--- src/rtl/bcvf_pkg.sv ---
package bcvf_pkg;

    localparam int MAX_DIM     = 16384;
    localparam int DIM_W       = 15;
    localparam int BLK_W       = $clog2(MAX_DIM / 4) + 1;
    localparam int CNT_W       = 12;
    localparam int IDX_W       = 24;
    localparam int PROD_W      = CNT_W + BLK_W;
    localparam int FMT_W       = 3;
    localparam int CFG_IDX_W   = 2;
    localparam int QUEUE_DEPTH = 2;
    localparam int QUEUE_PTR_W = $clog2(QUEUE_DEPTH);
    localparam int QUEUE_CNT_W = $clog2(QUEUE_DEPTH + 1);

    localparam logic [FMT_W-1:0] FMT_BC1  = 3'd0;
    localparam logic [FMT_W-1:0] FMT_BC2  = 3'd1;
    localparam logic [FMT_W-1:0] FMT_BC3  = 3'd2;
    localparam logic [FMT_W-1:0] FMT_BC4  = 3'd3;
    localparam logic [FMT_W-1:0] FMT_BC5  = 3'd4;
    localparam logic [FMT_W-1:0] FMT_BC67 = 3'd5;

    localparam logic [CFG_IDX_W-1:0] CFG_FORMAT = 2'd0;
    localparam logic [CFG_IDX_W-1:0] CFG_WIDTH  = 2'd1;
    localparam logic [CFG_IDX_W-1:0] CFG_HEIGHT = 2'd2;

    typedef struct packed {
        logic [63:0] block_low;
        logic [63:0] block_high;
    } t_in_item;

    typedef struct packed {
        logic [63:0]      flipped_low;
        logic [63:0]      flipped_high;
        logic [IDX_W-1:0] dest_index;
        logic             last_block;
    } t_out_item;

    typedef struct packed {
        logic [63:0]      block_low;
        logic [63:0]      block_high;
        logic [FMT_W-1:0] format_kind;
        logic [CNT_W-1:0] col;
        logic [CNT_W-1:0] mirror_row;
        logic [BLK_W-1:0] blocks_x;
        logic             last;
    } t_entry;

    // clamp to 1..MAX_DIM, then round up to whole blocks
    function automatic logic [BLK_W-1:0] blocks_of(input logic [DIM_W-1:0] dim);
        logic [DIM_W-1:0] d;
        logic [DIM_W-1:0] s;
        d = dim;
        if (d == '0) begin
            d = DIM_W'(1);
        end
        if (d > DIM_W'(MAX_DIM)) begin
            d = DIM_W'(MAX_DIM);
        end
        s = d + DIM_W'(3);
        return s[BLK_W+1:2];
    endfunction

    // reverse the four index bytes of a colour block
    function automatic logic [63:0] flip_colour(input logic [63:0] v);
        return {v[39:32], v[47:40], v[55:48], v[63:56], v[31:0]};
    endfunction

    // reverse the four 16-bit explicit alpha rows
    function automatic logic [63:0] flip_explicit_alpha(input logic [63:0] v);
        return {v[15:0], v[31:16], v[47:32], v[63:48]};
    endfunction

    // keep the two endpoints, reverse the 12-bit index rows
    function automatic logic [63:0] flip_interp_alpha(input logic [63:0] v);
        return {v[27:16], v[39:28], v[51:40], v[63:52], v[15:0]};
    endfunction

endpackage

--- src/rtl/bcvf_front.sv ---
module bcvf_front (
    input  logic                             i_clk,
    input  logic                             i_rst_n,
    input  logic                             i_cfg_valid,
    output logic                             o_cfg_ready,
    input  logic [bcvf_pkg::CFG_IDX_W-1:0]   i_cfg_index,
    input  logic [bcvf_pkg::DIM_W-1:0]       i_cfg_data,
    input  logic                             i_push,
    input  bcvf_pkg::t_in_item               i_item,
    input  logic                             i_q_full,
    output logic                             o_q_wr,
    output bcvf_pkg::t_entry                 o_entry
);
    import bcvf_pkg::*;

    logic [FMT_W-1:0] r_format;
    logic [BLK_W-1:0] r_blocks_x;
    logic [BLK_W-1:0] r_blocks_y;
    logic [CNT_W-1:0] r_col;
    logic [CNT_W-1:0] r_row;
    logic [CNT_W-1:0] n_col;
    logic [CNT_W-1:0] n_row;
    logic             w_cfg_hit;
    logic             w_accept;
    logic [BLK_W-1:0] w_bx_m1;
    logic [BLK_W-1:0] w_by_m1;
    logic             w_last_col;
    logic             w_last_row;

    assign o_cfg_ready = 1'b1;
    assign w_cfg_hit   = i_cfg_valid && (i_cfg_index == CFG_FORMAT ||
                                         i_cfg_index == CFG_WIDTH ||
                                         i_cfg_index == CFG_HEIGHT);
    assign w_accept    = i_push && !i_q_full;

    assign w_bx_m1    = r_blocks_x - BLK_W'(1);
    assign w_by_m1    = r_blocks_y - BLK_W'(1);
    assign w_last_col = ({1'b0, r_col} == w_bx_m1);
    assign w_last_row = ({1'b0, r_row} == w_by_m1);

    always_comb begin
        n_col = r_col;
        n_row = r_row;
        if (w_cfg_hit) begin
            n_col = '0;
            n_row = '0;
        end else if (w_accept) begin
            if (w_last_col) begin
                n_col = '0;
                n_row = w_last_row ? '0 : r_row + CNT_W'(1);
            end else begin
                n_col = r_col + CNT_W'(1);
            end
        end
    end

    always_ff @(posedge i_clk) begin
        if (!i_rst_n) begin
            r_format   <= FMT_BC1;
            r_blocks_x <= blocks_of(DIM_W'(4));
            r_blocks_y <= blocks_of(DIM_W'(4));
            r_col      <= '0;
            r_row      <= '0;
        end else begin
            r_col <= n_col;
            r_row <= n_row;
            if (i_cfg_valid) begin
                unique case (i_cfg_index)
                    CFG_FORMAT: begin
                        r_format <= i_cfg_data[FMT_W-1:0];
                    end
                    CFG_WIDTH: begin
                        r_blocks_x <= blocks_of(i_cfg_data);
                    end
                    CFG_HEIGHT: begin
                        r_blocks_y <= blocks_of(i_cfg_data);
                    end
                    default: begin
                    end
                endcase
            end
        end
    end

    assign o_q_wr = w_accept;

    always_comb begin
        o_entry.block_low   = i_item.block_low;
        o_entry.block_high  = i_item.block_high;
        o_entry.format_kind = r_format;
        o_entry.col         = r_col;
        o_entry.mirror_row  = w_by_m1[CNT_W-1:0] - r_row;
        o_entry.blocks_x    = r_blocks_x;
        o_entry.last        = w_last_col && w_last_row;
    end

`ifndef SYNTH
    a_col_in_range: assert property (@(posedge i_clk) disable iff (!i_rst_n)
        {1'b0, r_col} < r_blocks_x)
        else $error("column counter beyond blocks per row");

    a_row_in_range: assert property (@(posedge i_clk) disable iff (!i_rst_n)
        {1'b0, r_row} < r_blocks_y)
        else $error("row counter beyond block rows");

    a_cfg_clears: assert property (@(posedge i_clk) disable iff (!i_rst_n)
        w_cfg_hit |=> (r_col == '0 && r_row == '0))
        else $error("register write did not restart the level");

    a_last_wraps: assert property (@(posedge i_clk) disable iff (!i_rst_n)
        (w_accept && o_entry.last && !w_cfg_hit) |=> (r_col == '0 && r_row == '0))
        else $error("counters did not wrap after the final block");
`endif

endmodule

--- src/rtl/bcvf_queue.sv ---
module bcvf_queue (
    input  logic              i_clk,
    input  logic              i_rst_n,
    input  logic              i_wr,
    input  bcvf_pkg::t_entry  i_wr_data,
    output logic              o_full,
    input  logic              i_rd,
    output bcvf_pkg::t_entry  o_head,
    output logic              o_empty
);
    import bcvf_pkg::*;

    t_entry                 r_mem [QUEUE_DEPTH];
    logic [QUEUE_PTR_W-1:0] r_wr_ptr;
    logic [QUEUE_PTR_W-1:0] r_rd_ptr;
    logic [QUEUE_CNT_W-1:0] r_count;
    logic [QUEUE_PTR_W-1:0] n_wr_ptr;
    logic [QUEUE_PTR_W-1:0] n_rd_ptr;
    logic [QUEUE_CNT_W-1:0] n_count;
    logic                   w_wr;
    logic                   w_rd;

    assign o_full  = (r_count == QUEUE_CNT_W'(QUEUE_DEPTH));
    assign o_empty = (r_count == '0);
    assign w_wr    = i_wr && !o_full;
    assign w_rd    = i_rd && !o_empty;
    assign o_head  = r_mem[r_rd_ptr];

    always_comb begin
        n_wr_ptr = r_wr_ptr;
        n_rd_ptr = r_rd_ptr;
        n_count  = r_count;
        if (w_wr) begin
            n_wr_ptr = (r_wr_ptr == QUEUE_PTR_W'(QUEUE_DEPTH - 1)) ? '0
                                                                   : r_wr_ptr + QUEUE_PTR_W'(1);
        end
        if (w_rd) begin
            n_rd_ptr = (r_rd_ptr == QUEUE_PTR_W'(QUEUE_DEPTH - 1)) ? '0
                                                                   : r_rd_ptr + QUEUE_PTR_W'(1);
        end
        if (w_wr && !w_rd) begin
            n_count = r_count + QUEUE_CNT_W'(1);
        end else if (w_rd && !w_wr) begin
            n_count = r_count - QUEUE_CNT_W'(1);
        end
    end

    always_ff @(posedge i_clk) begin
        if (!i_rst_n) begin
            r_wr_ptr <= '0;
            r_rd_ptr <= '0;
            r_count  <= '0;
        end else begin
            r_wr_ptr <= n_wr_ptr;
            r_rd_ptr <= n_rd_ptr;
            r_count  <= n_count;
        end
    end

    always_ff @(posedge i_clk) begin
        if (w_wr) begin
            r_mem[r_wr_ptr] <= i_wr_data;
        end
    end

`ifndef SYNTH
    a_count_bound: assert property (@(posedge i_clk) disable iff (!i_rst_n)
        r_count <= QUEUE_CNT_W'(QUEUE_DEPTH))
        else $error("queue count beyond depth");
`endif

endmodule

--- src/rtl/bcvf_back.sv ---
module bcvf_back (
    input  logic               i_clk,
    input  logic               i_rst_n,
    input  bcvf_pkg::t_entry   i_head,
    input  logic               i_q_empty,
    output logic               o_q_rd,
    output logic               o_empty,
    input  logic               i_pop,
    output bcvf_pkg::t_out_item o_data
);
    import bcvf_pkg::*;

    logic              r_valid;
    logic              n_valid;
    t_out_item         r_out;
    logic              w_take;
    logic [63:0]       w_flo;
    logic [63:0]       w_fhi;
    logic [PROD_W-1:0] w_prod;
    logic [PROD_W-1:0] w_dest;

    // load a new result whenever the queue holds one and the output slot is free or being drained
    assign w_take = !i_q_empty && (!r_valid || i_pop);
    assign o_q_rd = w_take;

    always_comb begin
        unique case (i_head.format_kind)
            FMT_BC1: begin
                w_flo = flip_colour(i_head.block_low);
                w_fhi = '0;
            end
            FMT_BC2: begin
                w_flo = flip_explicit_alpha(i_head.block_low);
                w_fhi = flip_colour(i_head.block_high);
            end
            FMT_BC3: begin
                w_flo = flip_interp_alpha(i_head.block_low);
                w_fhi = flip_colour(i_head.block_high);
            end
            FMT_BC4: begin
                w_flo = flip_interp_alpha(i_head.block_low);
                w_fhi = '0;
            end
            FMT_BC5: begin
                w_flo = flip_interp_alpha(i_head.block_low);
                w_fhi = flip_interp_alpha(i_head.block_high);
            end
            default: begin
                w_flo = i_head.block_low;
                w_fhi = i_head.block_high;
            end
        endcase
    end

    assign w_prod = PROD_W'(i_head.mirror_row) * PROD_W'(i_head.blocks_x);
    assign w_dest = w_prod + PROD_W'(i_head.col);

    always_comb begin
        n_valid = r_valid;
        if (w_take) begin
            n_valid = 1'b1;
        end else if (i_pop) begin
            n_valid = 1'b0;
        end
    end

    always_ff @(posedge i_clk) begin
        if (!i_rst_n) begin
            r_valid <= 1'b0;
        end else begin
            r_valid <= n_valid;
        end
    end

    always_ff @(posedge i_clk) begin
        if (w_take) begin
            r_out.flipped_low  <= w_flo;
            r_out.flipped_high <= w_fhi;
            r_out.dest_index   <= w_dest[IDX_W-1:0];
            r_out.last_block   <= i_head.last;
        end
    end

    assign o_empty = !r_valid;
    assign o_data  = r_out;

endmodule

--- src/rtl/bc_block_vertical_flip.sv ---
// Vertical flip of one mip level of a BC1..BC7 texture. Push the level's 4x4 blocks in
// raster order; each comes back with its pixel rows reversed (BC6H, BC7 and unknown
// codes as is) and with its destination block index in the mirrored block row, and the
// final block of the level is flagged, after which the next block starts a new level. It
// sustains one block per clock in both directions while the output is popped; a pushed
// block is queued, then registered in the back stage, a bit permutation plus one 12x13
// multiply and add for the index. A two-entry queue separates the counter front end from
// the back stage. Register writes are always ready; any write to format, width or height
// restarts the level, and should be issued only while no blocks are in flight.
module bc_block_vertical_flip (
    input  logic                            i_clk,
    input  logic                            i_rst_n,
    input  logic                            i_cfg_valid,
    output logic                            o_cfg_ready,
    input  logic [bcvf_pkg::CFG_IDX_W-1:0]  i_cfg_index,
    input  logic [bcvf_pkg::DIM_W-1:0]      i_cfg_data,
    input  logic                            push,
    output logic                            full,
    input  bcvf_pkg::t_in_item              i_data,
    output logic                            empty,
    input  logic                            pop,
    output bcvf_pkg::t_out_item             o_data
);
    import bcvf_pkg::*;

    t_entry w_wr_entry;
    t_entry w_head;
    logic   w_q_wr;
    logic   w_q_rd;
    logic   w_q_full;
    logic   w_q_empty;

    assign full = w_q_full;

    bcvf_front u_front (
        .i_clk       (i_clk),
        .i_rst_n     (i_rst_n),
        .i_cfg_valid (i_cfg_valid),
        .o_cfg_ready (o_cfg_ready),
        .i_cfg_index (i_cfg_index),
        .i_cfg_data  (i_cfg_data),
        .i_push      (push),
        .i_item      (i_data),
        .i_q_full    (w_q_full),
        .o_q_wr      (w_q_wr),
        .o_entry     (w_wr_entry)
    );

    bcvf_queue u_queue (
        .i_clk     (i_clk),
        .i_rst_n   (i_rst_n),
        .i_wr      (w_q_wr),
        .i_wr_data (w_wr_entry),
        .o_full    (w_q_full),
        .i_rd      (w_q_rd),
        .o_head    (w_head),
        .o_empty   (w_q_empty)
    );

    bcvf_back u_back (
        .i_clk     (i_clk),
        .i_rst_n   (i_rst_n),
        .i_head    (w_head),
        .i_q_empty (w_q_empty),
        .o_q_rd    (w_q_rd),
        .o_empty   (empty),
        .i_pop     (pop),
        .o_data    (o_data)
    );

endmodule

--- config.mk ---
export PLATFORM = sky130hd
export DESIGN_NAME = bc_block_vertical_flip
export DESIGN_NICKNAME = d
export VERILOG_FILES = /design/src/rtl/bcvf_pkg.sv /design/src/rtl/bcvf_front.sv /design/src/rtl/bcvf_queue.sv /design/src/rtl/bcvf_back.sv /design/src/rtl/bc_block_vertical_flip.sv
export SDC_FILE = /design/constraint.sdc
export NUM_CORES = 1
export LEC_CHECK = 0
export BUFFER_PORTS_ARGS = -buffer_cell sky130_fd_sc_hd__buf_2
export CAP_MARGIN = 20
export CORE_MARGIN = 1
export CORE_UTILIZATION = 46
export CTS_BUF_LIST = sky130_fd_sc_hd__clkbuf_4 sky130_fd_sc_hd__clkbuf_8
export DETAILED_ROUTE_END_ITERATION = 8
export GPL_TIMING_DRIVEN = 0
export RECOVER_POWER = 50
export SLEW_MARGIN = 30
export SYNTH_ARGS = -nofsm -noshare
export SYNTH_HDL_FRONTEND = slang
export SYNTH_SLANG_ARGS = --single-unit
--- constraint.sdc ---
create_clock -name i_clk -period 13.1 [get_ports i_clk]
set_input_delay 1.965 -clock i_clk [delete_from_list [all_inputs] [get_ports i_clk]]
set_output_delay 1.965 -clock i_clk [all_outputs]
set_load 0.01 [all_outputs]
; Word level (Yosys, flattened, before mapping)
; Memories as Yosys holds them, arrays and structs flattened. A register that Yosys moved wholly into a read port is not among the register bits.
; Index checks and enable logic that the tools add are counted.
[classes]
addsub = 12
mux = 29
mul = 1
n_reduce_logical = 30
n_lt_le_gt_ge = 2
n_eq_ne = 9
bitwise = 1
[op_table]
columns = operator, count
row1 = 64-bit case mux with 3 select lines, 2
row2 = 15-bit two-way mux, 15
row3 = "15-bit by 2-bit adder with 15-bit output, second input constant", 2
row4 = "15-bit greater-than comparator, second input constant", 2
row5 = 12-bit by 13-bit equality test with 1-bit output, 2
row6 = "13-bit by 1-bit subtractor with 13-bit output, second input constant", 2
row7 = "12-bit by 1-bit adder with 12-bit output, second input constant", 2
row8 = 24-bit by 12-bit adder with 24-bit output, 1
row9 = 12-bit by 13-bit multiplier with 24-bit output, 1
row10 = 12-bit two-way mux, 2
row11 = 15-bit logical NOT, 1
row12 = 12-bit subtractor, 1
row13 = 1-bit logical AND, 8
row14 = 1-bit two-way mux, 8
row15 = 2-bit AND reduction, 4
row16 = "3-bit by 2-bit equality test with 1-bit output, second input constant", 2
row17 = 2-bit OR reduction, 3
row18 = 1-bit logical NOT, 5
row19 = "2-bit equality test, second input constant", 2
row20 = 2-bit logical NOT, 2
row21 = 2-bit two-way mux, 2
row22 = 2-bit nonzero test, 2
row23 = "3-bit by 1-bit equality test with 1-bit output, second input constant", 1
row24 = "3-bit equality test, second input constant", 1
row25 = 8 further kinds, 11
[totals]
wordCells = 98
out_inout_bits = 156
in_bits = 150
ram_bits = 338
regBits = 211
memories = 1
[mem_list]
columns = memory, depth, width, rd, rd_clocked_by_memory_dff, wr, line
row1 = u_queue.r_mem, 2, 169, 1, 1, 1, bcvf_queue.sv:13  ; t_entry r_mem [QUEUE_DEPTH];

; Longest topological paths before layout
[logic_depth]
word_depth = 11
mapped_depth = 25

; By module
; Synthesis repeated with hierarchy kept, for this count alone.
[hier_totals]
cells_unflattened = 2468
hier_area_um2 = 30994.7
[modules_own_cells]
columns = module, area_per_inst_um2, seq_area_each_um2, cells_per_inst, n_inst
row1 = bcvf_back, 13439.1, 4614.4, 1310, 1
row2 = bcvf_queue, 12882.4, 10249.8, 551, 1
row3 = bcvf_front, 4673.2, 1061.0, 607, 1

; Worst setup path before layout
; No wires, ideal clock.
[synth_timing]
path_type = input-to-reg
start = in push
end = mem u_queue.r_mem[0][0] in the netlist's numbering (enable)
path_stages = 3
slack_ps = 3085
setup_time_ps = 703
required_time_ps = 12397
n_path_buf = 1
t_arrival_ps = 9312
path_cell_list = nand2_1 -> clkbuf_1 -> nor2_1
[synth_via]
elab_chain_cells = 4
[synth_rtl]
columns = item, line
row1 = start: declaration, bc_block_vertical_flip.sv:17  ; input logic push,
row2 = 1-bit logical AND, bcvf_front.sv:34  ; assign w_accept = i_push && !i_q_full;
row3 = 1-bit logical AND, bcvf_queue.sv:25  ; assign w_wr = i_wr && !o_full;
row4 = 1-bit two-way mux, bcvf_queue.sv:61  ; if (w_wr) begin
row5 = 1-bit two-way mux (not written as such), bcvf_queue.sv:62  ; r_mem[r_wr_ptr] <= i_wr_data;
row6 = end: declaration, bcvf_queue.sv:13
; Every way passes these cells.

==> flow_summary.ini <==
[sta]
slew_violations = 188
min_period_ns = 8.689
setup_viol = 0
hold_viol = 0
rsz0062_at_grt = false
layout_setup_ws_ns = 4.411
final.period_utilization_pct = 66.33
worst_clock_skew_ns = 0.04838
worst_pin_slew_ns = 2.660
max_freq_ghz = 0.1151
setup_tns_ns = 0
maxSlewHeadroom_pct = -77.31

[synthesis]
yosys_most_used_dff = edfxtp_1
ys_ff_latch = 550
ys_warn_count = 0
synth_mux_area_share_pct = 7.995
synthSimpleGateAreaFrac_pct = 10.49
synth_area_um2 = 29260
synth_top_family_by_area = adder cells
synth-compound-area-share_pct = 8.530
syn-num-nets = 2846
synth_edf_count = 491
synth_cells = 2491
synthXorXnorAreaFrac_pct = 2.394
synth_cell_type_count = 67
async_flop_share_pct = 0
avgSynthCellArea_um2 = 11.75
synth.yosys.seq_area_share_pct = 54.42
synth-adder-area-share_pct = 11.87

[worst_setup_path]
arrival_ns = 9.13
max_stage_delay_ns = 0.85
cp_max_fo = 10
reg2reg_to = u_back.o_data[24]
end_kind = flop
path_class = reg -> reg
path_buf_inv = 9
cpMostUsedCell = fa_1
reg2reg_depth = 24
crit_slowest_cell = mux2i_1
crit_family = adder cells
crit_required_ns = 13.54
cp_cell_sequence = clkbuf_1 -> buf_2 -> buf_2 -> buf_2 -> buf_1 -> mux2i_1 -> nor2_1 -> fa_1 -> inv_1 -> fa_1 -> inv_1 -> fa_1 -> inv_1 -> fa_1 -> fa_1 -> inv_1 -> ha_1 -> o21a_1 -> a2111oi_0 -> o31ai_1 -> o21a_1 -> a41o_1 -> o22ai_1 -> xnor2_1
critPathLaunchType = flop
regToRegSetupSlack_ns = 4.41

[final_layout]
drive_gt1_share_pct = 16.01
final_cell_mix = edfxtp_1 (491), nor2_1 (291), buf_2 (257)
finalInstanceArea_um2 = 33990
nets = 3265
synthToLayoutAreaGrowth_pct = 16.15
final_cells = 3837
final_common_cell = edfxtp_1

[cts]
ctsHoldBuffers = 0
cts_root_buf = clkbuf_8
cts_tree = yes
cts_made_buffers = 94
h-tree-depth = 3
cts_setup_buffers = 0
cts_resized = 0
clk_pin_slew_ns = 0.07
clk-insertion-delay-late_ns = 0.72
clock_path_buffers = 3
cts_sinks = 550

[grt]
grt_remaining_overflow = 0
grt_start_max_net_pins = 43
grt_first_pass_wirelength_mm = 123.8
grt_use_total_pct = 25.77
grt_pass1_vias = 20550
antenna_found_initial = 9

[detailed_routing]
vias_per_cell = 5.487
wirelength_mm = 84.59
wire_per_inst_um = 22.05
drc = 0
vias = 21050
drt_iter0_drc = 1702
ant_nets = 0
dr.pass1.iters = 8

[min_path]
hold_start = u_front.r_col[7]
hold_path_depth = 0
hp-class = reg -> reg
whs_endpoint = u_queue.r_mem[0][33]

[placed_design]
gp_congestion = 0.9161
dp_slack_ns = 4.455
dp_hpwl_mm = 63.84
dp.cells = 3660
io_buffer_count = 303
dpl_cell_area_um2 = 32370

[run_status]
status = finished, violations left
violations = capacitance limit, slew limit

[die]
ios = 306
die_x_um = 254.2
dieArea_um2 = 64630
start_util_pct = 46.48
die_y_um = 254.2
core_um2 = 62970
num_rows = 92

[flow_run]
maxCapViolations = 6
## cells by family (layout without fill, tap and decap cells)
family,count (synthesis),in the layout
flops,550,550
compound gates,403,403
xor+xnor,80,80
mux,228,228
simple gates,702,702
buf+inv,322,817
other cells,1,6
fa+ha+maj,205,205
## synth_stat cells, types with 23 or more instances
cell	number	area, um2
o211ai_1	36	270.3
mux2i_1	182	1822
o31ai_1	38	285.3
edfxtp_1	491	14740
buf_2	23	115.1
o21ai_0	112	560.5
dfxtp_1	59	1181
and2_1	23	143.9
fa_1	121	2422
a21oi_1	115	575.6
nand2_1	254	953.4
nor2_1	292	1096
ha_1	84	1051
xnor2_1	47	411.6
clkbuf_1	79	296.5
inv_1	209	784.5
xor2_1	33	289.0
a211oi_1	28	210.2
nand3_1	28	140.1
mux2_2	46	518.0
## sequential cells by signal, summed over array words and instances (netlist names), 2 cells and up, named ones only
signal              count
u_back.o_data         153
u_front.r_blocks_y     13
u_front.r_format        3
u_front.r_col          12
u_queue.r_count         2
u_front.r_row          12
u_queue.r_mem         338
u_front.r_blocks_x     13
## per-layer routing
metal | part of all wire, % | track usage, % | vias to the layer above | routed length (um)
li1 | - | - | 9671 | -
met1 | 43 | 35.37 | 10380 | 36060
met2 | 47 | 41.43 | 853 | 40180
met3 | 7.0 | 4.276 | 142 | 5922
met4 | 2.8 | 8.933 | 10 | 2373
met5 | 0.069 | 0 | - | 58
## cell type report
type	instances	area, um2
diodes	5	12.51
plain buffers	113	471.7
clock buffers	123	1549
clock inverters	49	346.6
fillers	5570	28980
inverters	209	784.5
multi-input cells	1619	12090
flip-flops and latches	550	15930
well taps	846	1059
repair buffers	323	1752
## stage by stage
| stage | hold WS, ns | utilization, % |
|---|---|---|
| CTS | 0.4606 | 54.42 |
| detailed placement | 0.4575 | 51.41 |
| floorplan | 0.4237 | - |
| finish | 0.4597 | 53.98 |
| global placement | 0.4440 | 50.57 |
| global route | 0.4645 | 53.98 |
## worst max path at each step
stage,start,end,cells after the start
2_1_floorplan,push,u_queue.r_mem[0][0],3
3_3_place_gp,push,u_queue.r_wr_ptr,5
3_5_place_dp,flop,u_back.o_data[24],24
4_1_cts,flop,u_back.o_data[24],24
5_1_grt,flop,u_back.o_data[24],24
6_report,flop,u_back.o_data[24],24
Power is left out: the tool's default activity adds up to more than one toggle a clock period on the data nets, which glitch-free logic cannot reach.
